--- src/sv/skat_pkg.sv ---
// skat_pkg: shared types and codes for the sorted key accumulate table
// used by skat_cell and sorted_key_accumulate_table; no dependencies
package skat_pkg;

	localparam logic CMD_POST = 1'b0;
	localparam logic CMD_READ = 1'b1;

	localparam logic [1:0] ST_OK    = 2'd0;
	localparam logic [1:0] ST_INS   = 2'd1;
	localparam logic [1:0] ST_DROP  = 2'd2;
	localparam logic [1:0] ST_RANGE = 2'd3;

	localparam logic [31:0] OPS_MAX = 32'hFFFF_FFFF;
	localparam logic signed [63:0] BAL_MAX = 64'sh7FFF_FFFF_FFFF_FFFF;
	localparam logic signed [63:0] BAL_MIN = 64'sh8000_0000_0000_0000;

	// item travelling down the chain, with the entry being pushed along
	// on an insert and the result picked up on the way
	typedef struct packed {
		logic               vld;
		logic               cmd;
		logic signed [31:0] key;
		logic signed [31:0] amt;
		logic [7:0]         rank;
		logic               done;
		logic               cvld;
		logic signed [31:0] ckey;
		logic [31:0]        cops;
		logic signed [63:0] cbal;
		logic signed [31:0] rkey;
		logic [31:0]        rops;
		logic signed [63:0] rbal;
		logic [1:0]         rstat;
	} token_t;

endpackage

--- src/sv/skat_cell.sv ---
// skat_cell: one entry of the sorted table plus the token register to its neighbor
// depends on skat_pkg
module skat_cell #(
	parameter int CAPACITY = 256,
	parameter int IDX = 0
) (
	input  logic                           clk,
	input  logic                           arst_n,
	input  logic                           adv,
	input  logic [$clog2(CAPACITY+1)-1:0]  count,
	input  skat_pkg::token_t               tin,
	output skat_pkg::token_t               tout
);
	import skat_pkg::*;

	logic signed [31:0] key_q;
	logic [31:0]        ops_q;
	logic signed [63:0] bal_q;

	logic               occ;
	logic               full;
	logic signed [63:0] amt64;
	logic [64:0]        sum;
	logic signed [63:0] bal_sat;
	logic [31:0]        ops_inc;
	logic               wr;
	logic signed [31:0] nkey;
	logic [31:0]        nops;
	logic signed [63:0] nbal;
	token_t             nxt;

	assign occ   = 32'(count) > IDX;
	assign full  = 32'(count) == CAPACITY;
	assign amt64 = {{32{tin.amt[31]}}, tin.amt};
	assign sum   = {bal_q[63], bal_q} + {amt64[63], amt64};

	// saturate when the carry out disagrees with the sign bit
	always_comb begin
		if (sum[64] != sum[63]) begin
			bal_sat = sum[64] ? BAL_MIN : BAL_MAX;
		end else begin
			bal_sat = sum[63:0];
		end
	end

	assign ops_inc = (ops_q == OPS_MAX) ? ops_q : ops_q + 32'd1;

	always_comb begin
		nxt  = tin;
		wr   = 1'b0;
		nkey = key_q;
		nops = ops_q;
		nbal = bal_q;
		if (tin.vld) begin
			if (tin.cmd == CMD_POST) begin
				if (tin.cvld) begin
					// insert in progress: take the carried entry, pass ours on
					wr       = 1'b1;
					nkey     = tin.ckey;
					nops     = tin.cops;
					nbal     = tin.cbal;
					nxt.cvld = occ;
					nxt.ckey = key_q;
					nxt.cops = ops_q;
					nxt.cbal = bal_q;
				end else if (!tin.done) begin
					if (occ && key_q == tin.key) begin
						wr        = 1'b1;
						nops      = ops_inc;
						nbal      = bal_sat;
						nxt.done  = 1'b1;
						nxt.rkey  = key_q;
						nxt.rops  = ops_inc;
						nxt.rbal  = bal_sat;
						nxt.rstat = ST_OK;
					end else if ((occ && key_q < tin.key) || full) begin
						// keep walking; a full table drops at the tail
						nxt = tin;
					end else begin
						wr        = 1'b1;
						nkey      = tin.key;
						nops      = 32'd1;
						nbal      = amt64;
						nxt.done  = 1'b1;
						nxt.cvld  = occ;
						nxt.ckey  = key_q;
						nxt.cops  = ops_q;
						nxt.cbal  = bal_q;
						nxt.rkey  = tin.key;
						nxt.rops  = 32'd1;
						nxt.rbal  = amt64;
						nxt.rstat = ST_INS;
					end
				end
			end else if (!tin.done && occ && 32'(tin.rank) == IDX) begin
				nxt.done  = 1'b1;
				nxt.rkey  = key_q;
				nxt.rops  = ops_q;
				nxt.rbal  = bal_q;
				nxt.rstat = ST_OK;
			end
		end
	end

	always_ff @(posedge clk or negedge arst_n) begin
		if (!arst_n) begin
			tout <= '0;
		end else if (adv) begin
			tout <= nxt;
		end
	end

	always_ff @(posedge clk) begin
		if (adv && wr) begin
			key_q <= nkey;
			ops_q <= nops;
			bal_q <= nbal;
		end
	end

endmodule

--- config.mk ---
export PLATFORM = sky130hd
export DESIGN_NAME = skat_cell
export DESIGN_NICKNAME = d
export VERILOG_FILES = /design/src/sv/skat_pkg.sv /design/src/sv/skat_cell.sv
export SDC_FILE = /design/constraint.sdc
export NUM_CORES = 2
export LEC_CHECK = 0
export BUFFER_PORTS_ARGS = -buffer_cell sky130_fd_sc_hd__buf_2
export CORE_MARGIN = 2
export CORE_UTILIZATION = 40
export CTS_CLUSTER_SIZE = 12
export DETAILED_ROUTE_END_ITERATION = 6
export GPL_TIMING_DRIVEN = 0
export PLACE_DENSITY = 0.6
export REMOVE_ABC_BUFFERS = 1
export SYNTH_ARGS = -nofsm -noshare
export SYNTH_HDL_FRONTEND = slang
export SYNTH_SLANG_ARGS = --single-unit
--- constraint.sdc ---
create_clock -name clk -period 14.25 [get_ports clk]
set_input_delay 3.5625 -clock clk [delete_from_list [all_inputs] [get_ports clk]]
set_output_delay 3.5625 -clock clk [all_outputs]
set_load 0.1 [all_outputs]
==> summary.json <==
{
  "drt": {
    "drt-vias-per-instance": 6.106,
    "drt_iter0_drc": 2767,
    "vias": 31360,
    "wl_per_cell_microns": 26.17,
    "dr.pass1.iters": 6,
    "ant_nets": 0,
    "drc": 0,
    "drt-total-wl_microns": 134400
  },
  "timing": {
    "worst_slew_margin_rel_pct": 3.367,
    "measured_slew_at_the_worst_slew_check_pin_ns": 1.444,
    "final.hold.worst_slack_ns": 0.4946,
    "period_needed_ns": 10.23,
    "rsz_0062_raised_after_global_routing": "no",
    "report.final.setup_viol": 0,
    "clock-skew-final_ns": 0.03290,
    "period_utilisation_layout_pct": 71.78,
    "timing_hold_violations_final": 0,
    "fmaxAchievable_mhz": 97.76,
    "timing.final.max_slew_violations": 0
  },
  "cts": {
    "root_buffer": "clkbuf_16",
    "number_of_buffers_created_by_cts": 54,
    "number_of_h_tree_branching_levels": 2,
    "holdBufCountCts": 0,
    "post_cts_resized": 0,
    "tritoncts": "done",
    "cts.clk_slew.worst_paths_ns": 0.07,
    "clock-sinks": 462,
    "cts.repair_timing.setup_buffer_count": 0,
    "maximum_clock_path_buffer_count": 3,
    "worstSkewPairLatency_ns": 0.63
  },
  "placement": {
    "io_buffers": 679,
    "detailedPlacementHpwl_microns": 94070,
    "finalWeightedCongestion": 0.9267,
    "dp.cells": 5002,
    "dpl-instance-area_sq_um": 35430
  },
  "critical_path": {
    "crit_path_end_kind": "register",
    "cp-start-kind": "input port",
    "crit_fanout": 69,
    "path_class": "in2reg",
    "critical_path_arrival_ns": 10.72,
    "critPathRequiredTime_ns": 14.74
  },
  "power_and_ir_drop": {
    "power_per_cell_area_nw_per_um2": 126.8,
    "fin_total_pwr_mw": 4.734,
    "max-vdd-ir-drop_mv": 0.1196,
    "cellLeakagePower_nw": 16.35
  },
  "synthesis": {
    "yosys_warnings": 0,
    "yosys_cell_types": 98,
    "synth_adder_area_share_pct": 4.087,
    "synth-edff-count": 128,
    "synth-xor-area-share_pct": 2.389,
    "synth_seq_cells": 462,
    "synthArstFlopShare_pct": 72.29,
    "syn_area_per_cell_sq_um": 8.737,
    "synthCells": 3525,
    "ys_top_cells_by_area": "dfrtp_1 27%, edfxtp_1 12%, a21oi_1 5.9%",
    "synth.cell_area_sq_um": 30800,
    "synth.mux.area_fraction_pct": 8.004,
    "yosysTopAreaCell": "dfrtp_1",
    "synth-seq-area-share_pct": 39.62,
    "synth_simple_gate_area_share_pct": 14.13,
    "dominantRegCellSynth": "dfrtp_1",
    "netlist.area_leader.share_pct": 27.14,
    "synth_compound_area_share_pct": 26.82,
    "largest_family_of_logic_cells_by_synthesized_area": "compound AO/OA/AOI/OAI gates"
  },
  "cells_and_area": {
    "instances_no_fill": 5136,
    "fin_nets": 4474,
    "post-route-cell-area_sq_um": 37330,
    "mostFrequentLayoutCells": "674 x buf_2, 407 x nand2_1, 359 x a21oi_1",
    "layout.filler_cells": 7481,
    "drive_gt1_share_pct": 23.22,
    "syn2layout_area_growth_pct": 21.20,
    "leading_cell_type_in_the_layout_fill_and_taps_excluded": "buf_2"
  },
  "floorplanning": {
    "fp.dieArea_sq_um": 79230,
    "std_cell_rows": 101,
    "chipHeight_microns": 281.5,
    "die_width_microns": 281.5,
    "design.core.area_sq_um": 76080,
    "effective_utilization_at_floorplan_pct": 40.48,
    "ios": 680
  },
  "global_routing": {
    "grt_overflow": 0,
    "total_grt_usage_pct": 32.69,
    "via_count_of_the_first_global_routing_pass": 30090,
    "grt_first_pass_wirelength_microns": 196900,
    "number_of_antenna_violations_at_the_first_check_in_global_routing": 37,
    "maximum_number_of_pins_on_one_net_before_global_route_repair": 145
  },
  "status": {
    "run_status": "finished, final reports clean"
  },
  "worst_hold_path": {
    "hold_path.class": "reg2reg"
  },
  "run": {
    "timing.max_cap.violations": 0
  }
}
-- synth_stat cells (7+ instances only) --
master,instances
o21ai_1,50
edfxtp_1,128
a22oi_1,9
a22o_1,37
o211ai_1,20
xnor2_1,35
nand2_1,410
o221ai_1,32
nor3_1,38
a221oi_1,61
ha_1,99
o21bai_1,10
mux2_2,74
and4_1,10
o21a_1,40
buf_1,13
o22ai_1,74
a21boi_1,10
a21o_1,44
a21oi_1,360
or3_1,13
buf_6,13
a31oi_1,30
a211oi_1,33
buf_2,38
nand2b_1,13
inv_1,83
mux2i_1,163
o31ai_1,23
nor2b_1,12
a221o_1,46
nor2_1,321
dfrtp_1,334
o21ai_0,303
nand4_1,47
xor2_1,49
clkbuf_1,202
buf_4,7
and3_1,14
o2bb2ai_1,7
o311ai_0,26
and2_1,8
nand3_1,77
nor4_1,7
-- critical path, stage by stage --
cell and delay [ns]:
buf_2 0.86, ha_1 0.48, nand4_1 0.23, nor4_1 0.55, nand2_1 0.21, a211oi_1 0.73, a211o_1 0.41, o221a_2 0.30
a21o_1 0.12, a21o_1 0.12, xor2_1 0.26, ha_4 0.75, inv_1 0.77, nor2_2 0.76, o31ai_1 0.20, a221oi_1 0.33
-- cell families (layout without fill, tap and decap cells) --
| family | after synthesis | count (layout) |
|---|---|---|
| compound gates | 1287 | 1287 |
| xor+xnor | 84 | 84 |
| fa+ha+maj | 100 | 100 |
| buf+inv | 360 | 909 |
| flops | 462 | 462 |
| mux | 237 | 237 |
| other cells | 0 | 32 |
| simple gates | 995 | 995 |
-- per-layer routing --
| layer | GRT usage, % | vias to the layer above | routed length, microns |
|---|---|---|---|
| met4 | 11.72 | 12 | 4634 |
| met2 | 52.84 | 1438 | 62620 |
| met5 | 0 | - | 71 |
| met3 | 6.240 | 261 | 10640 |
| li1 | - | 14180 | - |
| met1 | 43.62 | 15480 | 56420 |
-- flip-flops by register name (all words and copies together) (netlist names) --
register / count
tout: 334
bal_q: 64
key_q: 32
ops_q: 32
-- worst paths after layout --
check | depth (start not counted) | end | slack, ns | from
setup / recovery | 16 | tout[38] | 4.02 | tin[299]
hold / removal | 1 | tout[41] | 0.49 | tout[41]
setup reg to reg | 15 | tout[38] | 7.32 | bal_q[38]
hold reg to reg | 1 | tout[41] | 0.49 | tout[41]
max in group asynchronous | 3 | tout[47] | 9.90 | arst_n
min in group asynchronous | 1 | tout[143] | 2.89 | arst_n
-- power breakdown --
group | switching [mW] | total, mW | internal, mW
Clock | 0.627 | 1.45 | 0.822
Combinational | 1.37 | 1.73 | 0.358
Sequential | 0.0704 | 1.55 | 1.48
-- final cells by class --
class	count	area (sq um)	share of cell area, %
antenna	32	80.08	0.2145
clock buffer	75	1562	4.183
clock inverter	27	256.5	0.6872
inverter	86	329.1	0.8816
multi-input combinational	2703	17230	46.15
sequential	462	12200	32.69
tap	1030	1289	3.453
timing repair buffer	721	4382	11.74
-- through the flow --
stage / utilization, % / setup TNS [ns] / setup slack (ns)
floorplan: - / 0 / 0.1814
global placement: 45.06 / -2772.83 / -10.44
finish: 49.07 / 0 / 4.021
global route: 49.03 / 0 / 3.773
detailed placement: 46.57 / 0 / 3.561
CTS: 48.96 / 0 / 4.165
No activity file was read; power rests on OpenSTA's default activity.
